File: config.mk
export PLATFORM = sky130hd
export DESIGN_NAME = rrg_policy
export DESIGN_NICKNAME = d
export VERILOG_FILES = /design/src/rtl/core/rrg_pkg.sv /design/src/rtl/core/rrg_policy.sv
export SDC_FILE = /design/constraint.sdc
export NUM_CORES = 2
export LEC_CHECK = 0
export BUFFER_PORTS_ARGS = -buffer_cell sky130_fd_sc_hd__clkbuf_2
export CAP_MARGIN = 15
export CORE_MARGIN = 1.5
export CORE_UTILIZATION = 40
export DETAILED_ROUTE_END_ITERATION = 6
export PLACE_DENSITY = 0.57
export REMOVE_ABC_BUFFERS = 1
export SYNTH_ARGS = -nofsm -noshare
export SYNTH_HDL_FRONTEND = slang
export SYNTH_SLANG_ARGS = --single-unit
File: constraint.sdc
create_clock -name clk -period 41.8 [get_ports clk]
set_input_delay 12.54 -clock clk [delete_from_list [all_inputs] [get_ports clk]]
set_output_delay 12.54 -clock clk [all_outputs]
set_load 0.05 [all_outputs]
File: src/rtl/core/rrg_pkg.sv
package rrg_pkg;

  // defaults for the top-level parameters
  localparam int DEF_WINDOW_DEPTH = 64;
  localparam int DEF_MAX_SHIFT    = 20;

  // field and register widths
  localparam int RTT_W    = 16;
  localparam int WAIT_W   = 20;
  localparam int BASE_W   = 16;
  localparam int MAXDIV_W = 7;
  localparam int FACTOR_W = 12;
  localparam int MINDEG_W = 10;
  localparam int DIV_W    = 13;
  localparam int STREAK_W = 5;
  localparam int DEG_W    = 20;
  localparam int CFG_IDX_W  = 3;
  localparam int CFG_DATA_W = 20;

  // register indexes
  localparam logic [CFG_IDX_W-1:0] REG_BASE     = 3'd0;
  localparam logic [CFG_IDX_W-1:0] REG_CAP      = 3'd1;
  localparam logic [CFG_IDX_W-1:0] REG_MAXDIV   = 3'd2;
  localparam logic [CFG_IDX_W-1:0] REG_EXPECTED = 3'd3;
  localparam logic [CFG_IDX_W-1:0] REG_HIGH     = 3'd4;
  localparam logic [CFG_IDX_W-1:0] REG_LOW      = 3'd5;
  localparam logic [CFG_IDX_W-1:0] REG_MINDEG   = 3'd6;

  // constants
  localparam logic [DIV_W-1:0]    DIV_ONE        = 13'd64;
  localparam logic [DEG_W-1:0]    DEGRADED_LIMIT = 20'd1000000;
  localparam logic [STREAK_W-1:0] STREAK_LIMIT   = 5'd31;
  localparam logic [FACTOR_W-1:0] FACTOR_ONE     = 12'd256;
  localparam logic [FACTOR_W-1:0] HIGH_DEFAULT   = 12'd461;
  localparam logic [FACTOR_W-1:0] LOW_DEFAULT    = 12'd333;
  localparam logic [MAXDIV_W-1:0] MAXDIV_LIMIT   = 7'd64;

  // window chain control
  typedef struct packed {
    logic shift;  // insert new sample at the head
    logic load;   // copy samples into the rotating ring, clear counts
    logic count;  // compare and rotate
    logic scan;   // move the median token along
  } chain_ctl_t;

  // policy control
  typedef struct packed {
    logic accept;   // report taken: session minimum update
    logic mul;      // form threshold products
    logic decide;   // commit backoff and governor state
    logic seed;     // reseed session minimum from expected RTT
  } policy_ctl_t;

endpackage

File: src/rtl/core/rrg_policy.sv
module rrg_policy #(
  parameter int MAX_SHIFT = rrg_pkg::DEF_MAX_SHIFT
) (
  input  logic                          clk,
  input  logic                          rst,
  input  rrg_pkg::policy_ctl_t          ctl,
  input  logic [rrg_pkg::RTT_W-1:0]     rtt,
  input  logic                          limited,
  input  logic [rrg_pkg::WAIT_W-1:0]    retry,
  input  logic [rrg_pkg::RTT_W-1:0]     median,
  input  logic [rrg_pkg::BASE_W-1:0]    base,
  input  logic [rrg_pkg::WAIT_W-1:0]    cap,
  input  logic [rrg_pkg::MAXDIV_W-1:0]  maxdiv,
  input  logic [rrg_pkg::RTT_W-1:0]     expected,
  input  logic [rrg_pkg::FACTOR_W-1:0]  high_f,
  input  logic [rrg_pkg::FACTOR_W-1:0]  low_f,
  input  logic [rrg_pkg::MINDEG_W-1:0]  mindeg,
  output logic [rrg_pkg::WAIT_W-1:0]    wait_next,
  output logic [rrg_pkg::RTT_W-1:0]     session_min,
  output logic [rrg_pkg::DIV_W-1:0]     divisor_next,
  output logic                          bflag_next,
  output logic                          sflag_next
);
  import rrg_pkg::*;

  localparam int SW = BASE_W + MAX_SHIFT;
  localparam int CW = (SW > WAIT_W) ? SW : WAIT_W;
  localparam logic [STREAK_W-1:0] SHIFT_LIM = STREAK_W'(MAX_SHIFT);

  logic [STREAK_W-1:0] streak;
  logic [DEG_W-1:0]    degraded;
  logic [DIV_W-1:0]    divisor;
  logic                sflag;
  logic [27:0]         p_hi;
  logic [29:0]         p_lo;

  logic [STREAK_W-1:0] streak_next;
  logic [DEG_W-1:0]    degraded_next;

  logic [BASE_W-1:0]   base_eff;
  logic [WAIT_W-1:0]   cap_eff;
  logic [STREAK_W-1:0] shift;
  logic [SW-1:0]       bo;
  logic [CW-1:0]       bo_c;
  logic [WAIT_W-1:0]   bo_wait;
  logic [FACTOR_W-1:0] hi_eff;
  logic [FACTOR_W-1:0] lo_eff;
  logic [13:0]         lo_mult;
  logic [RTT_W-1:0]    exp_eff;
  logic [MAXDIV_W-1:0] maxd;
  logic [DIV_W-1:0]    maxv;
  logic [MINDEG_W-1:0] mind;
  logic [29:0]         m_scaled;
  logic                above;
  logic                below;
  logic [DEG_W-1:0]    deg_inc;
  logic [DIV_W:0]      dbl;
  logic [DIV_W-1:0]    half;

  // backoff wait
  assign base_eff = (base == '0) ? BASE_W'(1) : base;
  assign cap_eff  = (cap < WAIT_W'(base_eff)) ? WAIT_W'(base_eff) : cap;
  assign shift    = (streak < SHIFT_LIM) ? streak : SHIFT_LIM;
  assign bo       = SW'(base_eff) << shift;
  assign bo_c     = CW'(bo);
  assign bo_wait  = (bo_c > CW'(cap_eff)) ? cap_eff : bo_c[WAIT_W-1:0];

  // thresholds
  assign hi_eff  = (high_f < FACTOR_ONE) ? HIGH_DEFAULT : high_f;
  assign lo_eff  = (low_f < FACTOR_ONE) ? LOW_DEFAULT : low_f;
  assign lo_mult = (lo_eff >= hi_eff) ? (14'(hi_eff) * 14'd3) : {lo_eff, 2'b00};
  assign exp_eff = (expected == '0) ? RTT_W'(1) : expected;

  assign maxd = (maxdiv == '0) ? MAXDIV_W'(1) :
                ((maxdiv > MAXDIV_LIMIT) ? MAXDIV_LIMIT : maxdiv);
  assign maxv = {maxd, 6'b000000};
  assign mind = (mindeg == '0) ? MINDEG_W'(1) : mindeg;

  assign m_scaled = {4'b0000, median, 10'b0};
  assign above    = m_scaled > {p_hi, 2'b00};
  assign below    = m_scaled < p_lo;
  assign deg_inc  = (degraded < DEGRADED_LIMIT) ? degraded + 1'b1 : degraded;
  assign dbl      = {divisor, 1'b0};
  assign half     = divisor >> 1;

  always_comb begin
    wait_next     = '0;
    streak_next   = streak;
    degraded_next = degraded;
    divisor_next  = divisor;
    bflag_next    = 1'b0;
    sflag_next    = sflag;
    if (limited) begin
      wait_next = (retry != '0) ? ((retry < cap_eff) ? retry : cap_eff) : bo_wait;
      if (streak < STREAK_LIMIT) begin
        streak_next = streak + 1'b1;
      end
      bflag_next = 1'b1;
    end else begin
      streak_next = '0;
      if (median != '0) begin
        if (above) begin
          degraded_next = deg_inc;
          if (deg_inc >= DEG_W'(mind) && divisor < maxv) begin
            divisor_next  = (dbl < {1'b0, maxv}) ? dbl[DIV_W-1:0] : maxv;
            sflag_next    = 1'b1;
            degraded_next = '0;
          end
        end else if (below) begin
          degraded_next = '0;
          if (divisor > DIV_ONE) begin
            divisor_next = (half > DIV_ONE) ? half : DIV_ONE;
            if (half <= DIV_ONE) begin
              sflag_next = 1'b0;
            end
          end
        end else if (degraded != '0) begin
          degraded_next = degraded - 1'b1;
        end
      end
    end
  end

  always_ff @(posedge clk) begin
    if (rst) begin
      streak      <= '0;
      degraded    <= '0;
      divisor     <= DIV_ONE;
      sflag       <= 1'b0;
      session_min <= RTT_W'(1);
    end else begin
      if (ctl.seed) begin
        session_min <= exp_eff;
      end else if (ctl.accept && rtt != '0 && rtt < session_min) begin
        session_min <= rtt;
      end
      if (ctl.decide) begin
        streak   <= streak_next;
        degraded <= degraded_next;
        divisor  <= divisor_next;
        sflag    <= sflag_next;
      end
    end
  end

  always_ff @(posedge clk) begin
    if (ctl.mul) begin
      p_hi <= 28'(hi_eff) * 28'(session_min);
      p_lo <= 30'(lo_mult) * 30'(session_min);
    end
  end

endmodule

Word level (Yosys, flattened, before mapping) --
Index checks and enable logic that the tools add are counted.
Cells by class: add/sub/neg operators 3, multiply operators 3, $lt $le $gt $ge 19, equality and inequality tests 1, shift operators 1, mux-type cells 39, bitwise operators 1, reductions and logical operators 15
Operators by type and width (number):
- 20-bit 2-to-1 mux | 10
- 13-bit 2-to-1 mux | 7
- 16-bit 2-to-1 mux | 4
- 20-bit nonzero test | 2
- 36-bit by 20-bit greater-than comparator with 1-bit output | 1
- 12-bit 2-to-1 mux | 3
- 16-bit by 5-bit left shift with 36-bit output | 1
- 16-bit logical NOT | 2
- 16-bit nonzero test | 2
- 26-bit by 30-bit greater-than comparator with 1-bit output | 1
- 26-bit by 30-bit < comparator with 1-bit output | 1
- 14-bit by 16-bit multiplier with 30-bit output | 1
- 12-bit by 16-bit multiplier with 28-bit output | 1
- 12-bit by 9-bit < comparator with 1-bit output, second input constant | 2
- 20-bit by 1-bit adder with 20-bit output, second input constant | 1
- 20-bit by 10-bit greater-or-equal comparator with 1-bit output | 1
- 20-bit by 16-bit < comparator with 1-bit output | 1
- 20-bit < comparator | 1
- 20-bit < comparator, second input constant | 1
- 20-bit by 1-bit subtractor with 20-bit output, second input constant | 1
- 16-bit < comparator | 1
- 5-bit 2-to-1 mux | 3
- 14-bit by 13-bit < comparator with 1-bit output | 1
- 12-bit by 2-bit multiplier with 14-bit output, second input constant | 1
- other kinds (21) | 32
Word-level totals: flip-flop bits (word level) 113, bits of input ports 152, output and inout port bits 51, word-level logic and storage cells 89

Depth between registers and ports, before layout --
depth in word-level cells 9, mapped depth 43

Least setup slack after synthesis --
OpenSTA, ideal clock, no wires.
path kind input-to-output, start in base[15] (netlist name), end out wait_next[19] (netlist name), data arrival time 17501 ps, path slack 11759 ps, stages 19, path buffers 3, cell sequence buf_4 > nor4_1 > a41oi_2 > o21ai_1 > a21oi_1 > nor2_2 > buf_2 > mux2i_1 > ha_1 > a21o_1 > a21o_1 > a21o_1 > a21o_1 > a211o_1 > a21oi_1 > a21boi_1 > a21oi_2 > buf_2 > a211oi_1
On the way: word-level cells in the longest chain between the ends 8, elaborated cells on any way between the ends 11, classes of those cells 3 x order compare; 1 x shift; 6 x mux; 1 x reduce/logical
Ends and longest elaborated chain:
- start, declared | RTL line rrg_policy.sv:11 | input logic [rrg_pkg::BASE_W-1:0] base,
- 16-bit logical NOT | RTL line rrg_policy.sv:61 | assign base_eff = (base == '0) ? BASE_W'(1) : base;
- 16-bit 2-to-1 mux (*) | RTL line rrg_policy.sv:61
- 20-bit by 16-bit < comparator with 1-bit output | RTL line rrg_policy.sv:62 | assign cap_eff = (cap < WAIT_W'(base_eff)) ? WAIT_W'(base_eff) : cap;
- 20-bit 2-to-1 mux | RTL line rrg_policy.sv:62
- 36-bit by 20-bit greater-than comparator with 1-bit output or 20-bit < comparator (tied branches) | RTL line rrg_policy.sv:66, rrg_policy.sv:94
- 20-bit 2-to-1 mux, on equally long branches | RTL line rrg_policy.sv:66, rrg_policy.sv:94
- 20-bit 2-to-1 mux (*) | RTL line rrg_policy.sv:94 | wait_next = (retry != '0) ? ((retry < cap_eff) ? retry : cap_eff) : bo_wait;
- 20-bit 2-to-1 mux (*) | RTL line rrg_policy.sv:93 | if (limited) begin
- end, declared | RTL line rrg_policy.sv:18 | output logic [rrg_pkg::WAIT_W-1:0] wait_next,
Mark *: on every way between the ends. The rest lies on a longest branch, timed or not.

Worst setup path after layout --
start in base[15] (netlist name), end out wait_next[7] (netlist name)
The elaborated chain is that of the path after synthesis.

==> results.yml <==
floorplan:
  die_height_um: 252.9
  die_w_um: 252.9
  start_util: 0.4046
  dieArea_um2: 63930
  rows: 91
  io_pins: 203
  core_um2: 61710
power_and_ir_drop:
  power.density_nw_per_um2: 63.86
  ir_drop_uv: 51.94
  cellLeakagePower_nw: 13.28
synthesis:
  synth.most_common_cell: "inv_1"
  ys_types: 92
  async_flop_share: 0
  synth_top_area_share: 0.2453
  syn_area_um2: 24970
  ys.warnings.count: 0
  synth-seq-cells: 113
  synth_edf_count: 58
  synthTopCellsByArea: "fa_1, ha_1, edfxtp_1"
  synth-main-ff-cell: "edfxtp_1"
  synth_area_leader_cell: "fa_1"
  synthTopCellsByCount: "inv_1, nand2_1, ha_1"
  avgSynthCellArea_um2: 8.285
  synthCells: 3014
  seq_area_frac_synth: 0.1138
setup_path:
  crit_type: "in2out"
  cp_max_fo: 17
  cp.arrival_ns: 17.99
  setup.worst_path.end_class: "primary output"
  cp.required_ns: 29.26
  crit_path_start_kind: "input port"
timing:
  post-route-period-util: 0.7305
  max_freq_ghz: 0.03275
  hold_viol: 0
  finClkSkew_ns: 0.01159
  min_period_ns: 30.53
  finalSetupViolCount: 0
  fin_tns_setup_ns: 0
  rsz0062_at_grt: "false"
  worst_pin_slew_ns: 1.082
  report.final.slew_viol_count: 0
  max_slew_margin: 0.2767
global_routing:
  antenna_found_initial: 9
  grtUsageTotal: 0.2532
  grt_pass1_vias: 22270
  grt_max_degree: 59
  grt_pass1_wl_mm: 124.6
  grt-ovfl-total: 0
clocking:
  cts_tree: "done"
  postCtsSetupRepairBufs: 0
  root_buffer: "clkbuf_16"
  cts_buffers: 17
  htree_levels: 4
  clkSlewWorstSetupHoldPaths_ns: 0.05
  ctsResizeCount: 0
  cts_buffer_depth: 2
  ctsHoldBuffers: 0
  clkLatencyLatePin_ns: 0.48
  cts_sinks: 113
run_status:
  violations: "design-rule violations"
  status: "finished, violations left"
final_layout:
  layout.nets: 3886
  num-fill-cells: 6272
  stdcell_count: 3968
  syn_to_final_growth_pct: 9.370
  drive_above_1_share: 0.1032
drt:
  drt_iter0_markers: 1739
  wl_per_cell_um: 20.12
  dr.pass1.iters: 7
  drc_errors: 10
  via_per_inst: 5.620
  antenna_left: 0
  wl_mm: 79.85
  vias: 22300
place:
  port_buffers: 202
  gp_congestion: 0.8985
  dp.cells: 3933
  post-dp-hpwl_mm: 63.32
hold_path:
  min_path_type: "reg2reg"
job:
  drv_cap: 0
## metal layers
metal  vias up  global-route usage  wire (µm)
met5         -                   0         80
met3       127             0.04986       5532
met2       760              0.4146      36660
met4        12             0.07391       1999
li1      10370                   -          -
met1     11030              0.3378      35570
## sequential cells by signal, summed over array words and instances, names as in the netlist
| name | cells |
|---|---|
| divisor | 13 |
| streak | 5 |
| sflag | 1 |
| p_hi | 28 |
| p_lo | 30 |
| degraded | 20 |
| session_min | 16 |
## placed cells by master, fill, tap and decap left out, drive strengths merged, types with 60 or more instances in the layout
master	count
nor3	60
ha	312
nor2	176
fa	306
clkbuf	229
inv	449
nand2	364
a21oi	166
and2	123
o21ai	98
## stage by stage
stage                     hold WS [ns]  power [mW]    util  worst slack [ns]  instance area [µm²]
after global placement          0.5259       1.560  0.4324             11.31                26680
final                           0.5440       1.744  0.4425             11.27                27310
after CTS                       0.5412       1.756  0.4424             11.30                27300
after global routing            0.5800       1.938  0.4425             10.94                27300
after detailed placement        0.5341       1.583  0.4324             11.31                26680
after floorplan                 0.4988       1.229       -             11.77                24350
## layout make-up
| class | instances | area, µm² | share of cell area |
|---|---|---|---|
| clock buffer | 26 | 553.0 | 0.02025 |
| antenna | 2 | 5.005 | 0.0001833 |
| clock inverter | 6 | 62.56 | 0.002291 |
| timing repair buffer | 239 | 1286 | 0.04710 |
| tap | 837 | 1047 | 0.03835 |
| sequential | 113 | 2843 | 0.1041 |
| multi-input combinational | 2296 | 19830 | 0.7260 |
| inverter | 449 | 1685 | 0.06171 |
## path summary, 6_finish.rpt
kind                          startpoint  depth (start not counted)  slack, ns                 end
max                             base[15]                         18      11.27        wait_next[7]
min                   sflag$_SDFFE_PP0P_                          2       0.54  sflag$_SDFFE_PP0P_
max reg2reg  session_min[6]$_SDFFE_PP0P_                         22      34.97  p_lo[29]$_DFFE_PP_
min reg2reg           sflag$_SDFFE_PP0P_                          2       0.54  sflag$_SDFFE_PP0P_
## worst max-delay path, cell delays in order
cell	delay [ns]
clkbuf_2	0.19
nor4_1	0.35
a41oi_2	0.34
o21ai_1	0.28
a21oi_1	0.13
nor2_2	0.82
mux2i_1	0.48
ha_1	0.32
a21o_1	0.17
a21o_1	0.17
a21o_1	0.17
a21o_1	0.17
a211o_1	0.29
a21oi_1	0.16
a21boi_1	0.43
a21oi_2	0.22
a221oi_1	0.39
clkbuf_2	0.34
## power breakdown
| group | leakage [nW] | internal (mW) | switching, mW | total [mW] |
|---|---|---|---|---|
| Sequential | 1.02 | 0.199 | 0.0157 | 0.215 |
| Combinational | 11.9 | 0.545 | 0.828 | 1.37 |
| Clock | 0.306 | 0.0969 | 0.0592 | 0.156 |
| Total | 13.3 | 0.841 | 0.903 | 1.74 |
## cell families after synthesis
kind of cell,Yosys count,share of synthesized area
AND/OR/NAND/NOR,977,0.1898
adder cells (fa/ha/maj),618,0.4017
buffers and inverters,605,0.09250
AO/OA/AOI/OAI,577,0.1559
flip-flops,113,0.1138
XOR/XNOR,78,0.02736
multiplexers,46,0.01889
(Power assumes the default switching activity.)
